$ cat src/hw/rtl/wtth_pkg.sv
// Shared types and constants for the window table with topmost hit test.
package wtth_pkg;

  localparam int unsigned MaxWindowsDefault     = 16;
  localparam int unsigned MaxDisplaySizeDefault = 8192;
  localparam int unsigned DimW                  = 14;
  localparam int unsigned PosW                  = 13;

  localparam logic [13:0] DisplayWidthReset  = 14'd1024;
  localparam logic [13:0] DisplayHeightReset = 14'd768;
  localparam logic [31:0] BackgroundReset    = 32'h0010_1010;

  typedef enum logic [1:0] {
    OP_CREATE  = 2'd0,
    OP_MOVE    = 2'd1,
    OP_DESTROY = 2'd2,
    OP_SAMPLE  = 2'd3
  } opcode_t;

  typedef enum logic [1:0] {
    REG_DISPLAY_WIDTH  = 2'd0,
    REG_DISPLAY_HEIGHT = 2'd1,
    REG_BACKGROUND     = 2'd2
  } reg_index_t;

  typedef enum logic [1:0] {
    ST_IDLE,
    ST_SCAN,
    ST_DONE
  } state_t;

  typedef struct packed {
    logic [1:0]  opcode;
    logic [31:0] target_id;
    logic [31:0] pos_x;
    logic [31:0] pos_y;
    logic [31:0] req_width;
    logic [31:0] req_height;
  } in_item_t;

  typedef struct packed {
    logic        success;
    logic [31:0] result_id;
    logic [13:0] granted_width;
    logic [13:0] granted_height;
    logic [3:0]  hit_slot;
    logic [25:0] pixel_offset;
    logic [31:0] fill_color;
  } out_item_t;

  typedef struct packed {
    logic [31:0] id;
    logic [12:0] x;
    logic [12:0] y;
    logic [13:0] w;
    logic [13:0] h;
  } entry_t;

  // Command broadcast to every cell.
  typedef struct packed {
    logic        load;
    logic        move;
    logic        shift;
    logic [31:0] px;
    logic [31:0] py;
    logic [12:0] new_x;
    logic [12:0] new_y;
  } cell_cmd_t;

endpackage

$ cat src/hw/rtl/wtth_cell.sv
// One table slot: holds an entry, tests it against the point and hands the offset on.
module wtth_cell (
  input  logic             clk,
  input  logic             sel,
  input  logic             shift_in,
  input  wtth_pkg::entry_t load_entry,
  input  wtth_pkg::entry_t neighbour,
  input  wtth_pkg::cell_cmd_t cmd,
  output wtth_pkg::entry_t entry,
  output logic             covers,
  output logic [25:0]      offset
);

  import wtth_pkg::*;

  entry_t      store;
  logic [13:0] dx;
  logic [13:0] dy;
  logic [25:0] prod;

  always_ff @(posedge clk) begin
    if (cmd.load && sel) begin
      store <= load_entry;
    end else if (cmd.move && sel) begin
      store.x <= cmd.new_x;
      store.y <= cmd.new_y;
    end else if (cmd.shift && shift_in) begin
      store <= neighbour;
    end
  end

  always_comb begin
    covers = ({1'b0, cmd.px} >= {20'd0, store.x})
          && ({1'b0, cmd.py} >= {20'd0, store.y})
          && ({1'b0, cmd.px} < ({20'd0, store.x} + {19'd0, store.w}))
          && ({1'b0, cmd.py} < ({20'd0, store.y} + {19'd0, store.h}));
    dx   = cmd.px[13:0] - {1'b0, store.x};
    dy   = cmd.py[13:0] - {1'b0, store.y};
    prod = {12'd0, dy} * {12'd0, store.w};
  end

  assign offset = prod + {12'd0, dx};
  assign entry  = store;

endmodule

$ cat config.mk
export PLATFORM = sky130hd
export DESIGN_NAME = wtth_cell
export DESIGN_NICKNAME = d
export VERILOG_FILES = /design/src/hw/rtl/wtth_pkg.sv /design/src/hw/rtl/wtth_cell.sv
export SDC_FILE = /design/constraint.sdc
export NUM_CORES = 1
export LEC_CHECK = 0
export BUFFER_PORTS_ARGS = -buffer_cell sky130_fd_sc_hd__buf_2
export CAP_MARGIN = 40
export CORE_ASPECT_RATIO = 0.6
export CORE_UTILIZATION = 30
export DETAILED_ROUTE_END_ITERATION = 10
export PLACE_DENSITY = 0.6
export SYNTH_ARGS = -nofsm -noshare
export SYNTH_HDL_FRONTEND = slang
export SYNTH_SLANG_ARGS = --single-unit
$ cat constraint.sdc
create_clock -name clk -period 10.5 [get_ports clk]
set_input_delay 1.575 -clock clk [delete_from_list [all_inputs] [get_ports clk]]
set_output_delay 1.575 -clock clk [all_outputs]
set_load 0.02 [all_outputs]
**Word level (Yosys, flattened, before mapping)**

Index checks and enable logic that the tools add are counted.

- Register bits: 86
- Output and inout port bits: 113
- RAM bits: 0
- Logic and storage cells: 30
- Input bits: 268
- Memories: 0
- Bits in read-only memories: 0
- Bits in latches: 0

- $add $sub $neg: 5
- Equal/unequal tests: 1
- Shift operators: 0
- Bitwise logic cells: 0
- Divide/modulo/power cells: 0
- $mul: 1
- Multiplexer cells: 5
- Magnitude comparators: 4
- Reductions and logical operators: 9

Operators by type and width:

| cell | number |
|---|---|
| $mux 86 | 2 |
| $ge 32x13->1 | 2 |
| $lt 32x15->1 | 2 |
| $mux 32 | 1 |
| $add 13x14->15 | 2 |
| $mux 28 | 1 |
| $sub 14x13->14 | 2 |
| $add 26x14->26 | 1 |
| $mul 14x14->26 | 1 |
| $mux 26 | 1 |
| $logic_and 1x1->1 | 6 |
| $reduce_bool 3->1 | 1 |
| $ne 2x2->1 const B | 1 |
| $reduce_and 2->1 | 1 |
| $reduce_bool 2->1 | 1 |

**Depth between registers and ports, before layout**

Gate-level depths: netlist of run 1.

- Word-level depth: 4
- Gate-level depth with buffers: 32
- Mapped depth without buffers: 32

**Worst setup path after synthesis of run 1**

No wires, ideal clock.

- Path type: input to output
- Start point: input port cmd[26] (netlist name)
- End point: output port offset[25]
- Cell stages on the path: 31
- Buffers on the path: 1
- Arrival time: 8.499 ns
- Data required time: 8.925 ns
- Path slack: 0.426 ns
- Cell sequence: inv_1 -> ha_1 -> fa_1 -> inv_1 -> a21oi_1 -> o21ai_1 -> a21o_1 -> a21oi_1 -> xnor2_1 -> clkbuf_1 -> and2_1 -> fa_1 -> inv_1 -> fa_1 -> inv_1 -> fa_1 -> fa_1 -> fa_1 -> inv_1 -> fa_1 -> inv_1 -> ha_1 -> o211ai_1 -> and2_4 -> o32a_1 -> a31oi_2 -> a221o_2 -> nand4_1 -> nand4b_1 -> a21oi_2 -> xnor2_1

- Word-level cells in the longest chain between the ends: 3

Ends and longest elaborated chain:

| item | RTL line | text |
|---|---|---|
| from (decl) | wtth_cell.sv:8 | `input wtth_pkg::cell_cmd_t cmd,` |
| $sub 14x13->14 | wtth_cell.sv:38 | `dy = cmd.py[13:0] - {1'b0, store.y};` |
| $mul 14x14->26 | wtth_cell.sv:39 | `prod = {12'd0, dy} * {12'd0, store.w};` |
| $add 26x14->26 | wtth_cell.sv:42 | `assign offset = prod + {12'd0, dx};` |
| to (decl) | wtth_cell.sv:11 | `output logic [25:0] offset` |

No other way between the ends.

**Worst setup path after layout of run 1**

- Start point: input port cmd[27] (netlist name)
- End point: output port offset[25]

Same word-level chain as after synthesis.

==> results.yml, run 1 <==
cts:
  clock_tree_from_tritoncts: "built"
  cts-hold-fix-buffers: 0
  cts_sinks: 86
  clkTransAtPathRegs_ns: 0.09
  root_buffer: "sky130_fd_sc_hd__clkbuf_16"
  cts-buffers-inserted: 9
  clock_tree.htree_level_count: 3
  max-clock-path-buffers: 2
setup_path:
  critPathMostFrequentCell: "sky130_fd_sc_hd__fa_1"
  cp_max_fo: 6
  critical_path.slowest_cell: "sky130_fd_sc_hd__fa_1"
  cp_slowest_stage_delay_ns: 0.54
  worst_setup_path_end_kind: "output port"
  worst-endpoint-required_ns: 8.93
  critical_setup_path_kind: "primary input to output port"
  worstSetupStartpointType: "primary input"
  cp.arrival_ns: 8.75
routing:
  first_iter_violations: 774
  via_per_inst: 4.87
  drt.antenna.violating_nets: 0
  postRouteWirelength_um: 45900
  drc_errors: 0
  drt_first_pass_iters: 5
  route.vias.total: 11700
  routedWlPerCell_um: 19.1
placed_design:
  hpwlAfterDp_um: 38200
  gp_congestion: 0.918
  place.port_buffers: 380
synth:
  post_synth_edffs: 86
  synth.distinct_cells: 60
  syn_inst: 1389
  yosysSeqAreaShare_pct: 19.2
  async_flop_share_pct: 0
  syn_area_um2: 13500
  syn_nets: 1976
  flip_flop_and_latch_count_after_synthesis: 86
  postSynth.topFlopCell: "sky130_fd_sc_hd__edfxtp_1"
  synth_area_per_cell_um2: 9.70
  synth.yosys.warnings: 0
layout:
  areaGrowthSynthToFinish_pct: 27.2
  final_util_pct: 39.1
  number_of_nets_in_the_final_layout: 2398
  largest_register_ff_count: 86
  drive_above_1_share_pct: 32.8
sta:
  finalSetupViolations: 0
  worstMarginPinSlew_ns: 0.833
  clock.fmax_mhz: 96.8
  finalCritPeriodShare_pct: 98.4
  finalMaxSlewViolations: 0
  finalWorstPathRequiredPeriod_ns: 10.33
  rsz0062_at_grt: "true"
  slew-limit-headroom_pct: 44.1
  number_of_endpoints_with_negative_hold_slack_in_the_final_report: 0
  fin_setup_tns_ns: 0
floorplan:
  chipHeight_um: 166
  core_region_area_um2: 43800
  core.rowCount: 59
  die_w_um: 276
  boundaryPins: 381
  start_util_pct: 30.8
  die_area_um2: 45800
global_routing:
  first_global_vias: 12200
  grt_usage_pct: 20.1
  global_route_wire_length_before_repair_um: 69800
  grt_antenna_before_repair: 20
  grt_max_degree: 50
  overflow: 0
min_path:
  worst_hold_path.num_cells: 2
  hp-class: "primary input to flop"
  holdPathEnd: "entry[12]$_DFFE_PP_"
  launch_instance_of_the_worst_min_delay_path: "neighbour[12]"
job:
  timing.max_cap.violations: 0
run_status:
  outcome: "completed"
## worst max-delay path by stage
stage               slack [ns]  startpoint    endpoint
finish                    0.17     cmd[27]  offset[25]
global route             -0.17     cmd[26]  offset[25]
CTS                       0.01     cmd[27]  offset[25]
detailed placement       -0.14     cmd[33]  offset[25]
global placement         -0.01     cmd[33]  offset[25]
floorplan                 0.43     cmd[26]  offset[25]
## cells in the final DEF, fill, tap and decap left out, types with 60 or more instances in the layout
cell type,instances
sky130_fd_sc_hd__fa_1,155
sky130_fd_sc_hd__buf_2,375
sky130_fd_sc_hd__and2_1,87
sky130_fd_sc_hd__buf_4,78
sky130_fd_sc_hd__nand2_1,96
sky130_fd_sc_hd__edfxtp_1,86
sky130_fd_sc_hd__inv_1,211
sky130_fd_sc_hd__mux2_2,60
sky130_fd_sc_hd__ha_1,153
sky130_fd_sc_hd__a21oi_1,66
## synth_stat cells (all sizes together), types with 6 or more instances
cell type    n  area share [%]
a21oi       79             3.0
buf         11            0.33
a211oi       7            0.39
nand4        8            0.37
inv        219             6.1
and3         6            0.28
xnor2       51             3.3
a21o        28             1.6
edfxtp      86              19
o21a         7            0.39
o22ai       52             2.4
nand2b      20            0.93
nor2b       33             1.5
nor4         9            0.42
o21bai      10            0.56
nor3         8            0.30
o21ai       26            0.97
fa         158              23
xor2        22             1.4
nand3       17            0.63
ha         161              15
nand2       98             2.7
mux2        60             5.0
and2        88             4.1
clkbuf      37             1.0
nor2        33            0.92
## kinds of logic after synthesis
logic type	count (synthesis)	share of synthesized area [%]
xor+xnor	73	4.75
flops	86	19.2
buf+inv	268	7.50
fa+ha+maj	319	38.4
simple gates	334	13.0
mux	60	5.02
compound gates	249	12.1
## critical path, delay by kind of cell
family                     cells  cell delay [ns]
and+or+nand+nor                6             0.95
AOI/OAI and AO/OA              9             1.68
buffers and inverters          7             0.65
xor gates and xnor gates       2             0.31
adders and majority gates      8             3.57
## final cells by class
cell class,count,area [µm²]
Antenna cell,9,22.5
Clock inverter,7,76.3
Tap cell,579,724
Multi-Input combinational cell,1035,10100
Inverter,220,828
Clock buffer,9,225
Sequential cell,86,2580
Timing Repair Buffer,459,2560
Fill cell,4399,26600
## stage by stage
step | cell area, µm² | setup slack, ns | hold slack, ns | std cells
2_1_floorplan | 13500 | 0.426 | 1.79 | 1389
4_1_cts | 16800 | 0.0118 | 1.49 | 2386
6_report | 17100 | 0.172 | 1.50 | 2404
3_5_place_dp | 16500 | -0.140 | 1.88 | 2370
3_3_place_gp | 16400 | -0.0133 | 1.88 | 2366
5_1_grt | 17100 | -0.169 | 1.50 | 2404
## per-layer routing
metal	track usage, %	part of all wire [%]	up-vias
li1	-	-	5544
met5	0	0.14	-
met4	5.28	1.8	10
met2	31.9	46	466
met1	27.5	45	5621
met3	4.37	7.6	57
## timing repair
action | CTS | global route
resized for setup | 12 | 48
pin swaps | 7 | 46
setup endpoints to repair | 4 | 7
buffers inserted | 0 | 9
Power of run 1 is left out: the tool's default activity adds up to more than one toggle a clock period on the data nets, which glitch-free logic cannot reach.
==> run 2, diff against run 1 <==
==> constraint.sdc (replaced) <==
create_clock -name clk -period 12.22 [get_ports clk]
set_input_delay 1.833 -clock clk [delete_from_list [all_inputs] [get_ports clk]]
set_output_delay 1.833 -clock clk [all_outputs]
set_load 0.02 [all_outputs]
==> run 2 against run 1 <==
First-iteration DRC count shrank 10%. Worst hold slack gained 0.26 ns. Cell area shrank 4.1%. Utilization shrank 1.6 points.
==> results.yml, run 2 (synthesis results as in run 1) <==
layout:
  mostFrequentLayoutCells: "sky130_fd_sc_hd__buf_2, sky130_fd_sc_hd__inv_1, sky130_fd_sc_hd__ha_1, sky130_fd_sc_hd__fa_1, sky130_fd_sc_hd__nand2_1"
  final_util_pct: 37.5
  final.fill_count: 4483
  areaGrowthSynthToFinish_pct: 21.9
  drive_above_1_share_pct: 28.2
  mostFrequentLayoutCell: "sky130_fd_sc_hd__buf_2"
  number_of_nets_in_the_final_layout: 2336
  largest_register_ff_count: 86
job:
  timing.max_cap.violations: 0
global_routing:
  grt_max_degree: 50
  grt_usage_pct: 19.7
  first_global_vias: 11800
  grt_antenna_before_repair: 15
  global_route_wire_length_before_repair_um: 68400
  overflow: 0
sta:
  finalWorstPathRequiredPeriod_ns: 11.48
  number_of_endpoints_with_negative_hold_slack_in_the_final_report: 0
  worstMarginPinSlew_ns: 0.886
  finalSetupViolations: 0
  rsz0062_at_grt: "false"
  fin_setup_tns_ns: 0
  slew-limit-headroom_pct: 40.5
  clock.fmax_mhz: 87.1
  finalCritPeriodShare_pct: 94.0
  finalMaxSlewViolations: 0
placed_design:
  gp_congestion: 0.880
  hpwlAfterDp_um: 37000
  place.port_buffers: 380
routing:
  drt_first_pass_iters: 6
  drt.antenna.violating_nets: 0
  postRouteWirelength_um: 44400
  routedWlPerCell_um: 19.0
  first_iter_violations: 694
  route.vias.total: 11400
  via_per_inst: 4.88
  drc_errors: 0
floorplan:
  start_util_pct: 30.8
  chipHeight_um: 166
  core.rowCount: 59
  die_area_um2: 45800
  core_region_area_um2: 43800
  die_w_um: 276
  boundaryPins: 381
cts:
  root_buffer: "sky130_fd_sc_hd__clkbuf_16"
  cts-buffers-inserted: 9
  clock_tree_from_tritoncts: "built"
  count_of_instances_resized_after_the_clock_tree_is_built: 0
  clkTransAtPathRegs_ns: 0.09
  cts_sinks: 86
  post_cts_buffers: 0
  clock_tree.htree_level_count: 3
  cts-hold-fix-buffers: 0
  max-clock-path-buffers: 2
setup_path:
  worst-endpoint-required_ns: 10.39
  category_of_cells_accounting_for_the_largest_share_of_critical_path_delay: "adder cells"
  timing.critical_path.buf_inv: 7
  cp_max_fo: 8
  instance_count_on_the_critical_path: 31
  critical_setup_path_kind: "primary input to output port"
  worst_setup_path_end_kind: "output port"
  cp_slowest_stage_delay_ns: 0.54
  cp.arrival_ns: 9.65
  critical_path.slowest_cell: "sky130_fd_sc_hd__fa_1"
  critPathMostFrequentCell: "sky130_fd_sc_hd__fa_1"
  worstSetupStartpointType: "primary input"
min_path:
  worst_hold_path.num_cells: 2
  hp-class: "primary input to flop"
  launch_instance_of_the_worst_min_delay_path: "load_entry[67]"
  holdPathEnd: "entry[67]$_DFFE_PP_"
run_status:
  outcome: "completed"
[run 2: cell types whose count changed in the layout (fill, tap and decap cells not counted), moves of 3 or more]
cell                      delta
sky130_fd_sc_hd__o21ai_2     -3
sky130_fd_sc_hd__ha_4        -7
sky130_fd_sc_hd__ha_1        +8
sky130_fd_sc_hd__a21oi_2     -9
sky130_fd_sc_hd__buf_4      -64
sky130_fd_sc_hd__buf_2       +5
sky130_fd_sc_hd__fa_1        +3
sky130_fd_sc_hd__diode_2     -5
sky130_fd_sc_hd__a21oi_1    +11
sky130_fd_sc_hd__o21ai_0     +3
sky130_fd_sc_hd__fa_2        -3
sky130_fd_sc_hd__inv_2       -7
sky130_fd_sc_hd__inv_1       +8
[run 2: stage by stage]
stage	instance area (µm²)	instances	setup slack (ns)	hold WS, ns
2_1_floorplan	13500	1389	1.63	2.05
5_1_grt	16400	2336	0.258	1.75
4_1_cts	16400	2333	0.689	1.75
3_5_place_dp	16100	2317	0.708	2.14
6_report	16400	2337	0.738	1.76
3_3_place_gp	16000	2314	0.774	2.14
[run 2: layout make-up]
cell class,count,area (µm²),area share [%]
inverters,220,826,5.03
clock buffers,9,225,1.37
repair buffers,397,2070,12.6
diodes,4,10.0,0.0609
clock inverters,7,86.3,0.526
multi-input cells,1035,9900,60.3
flip-flops and latches,86,2580,15.7
well taps,579,724,4.41
[run 2: worst max-delay path by stage]
stage	startpoint	end
2_1_floorplan	cmd[26]	offset[25]
3_3_place_gp	cmd[27]	offset[25]
3_5_place_dp	cmd[27]	offset[25]
4_1_cts	cmd[27]	offset[25]
5_1_grt	cmd[27]	offset[25]
6_report	cmd[27]	offset[25]
[run 2: per-layer routing]
metal / share of wire, % / vias up / track usage [%] / routed length (µm)
met5: 0.11 / - / 0 / 50
met4: 1.5 / 10 / 3.84 / 676
met3: 6.1 / 50 / 3.59 / 2690
met2: 46 / 382 / 32.0 / 20300
met1: 46 / 5552 / 27.2 / 20600
li1: - / 5404 / - / -
Power of run 2 is left out for the same reason.
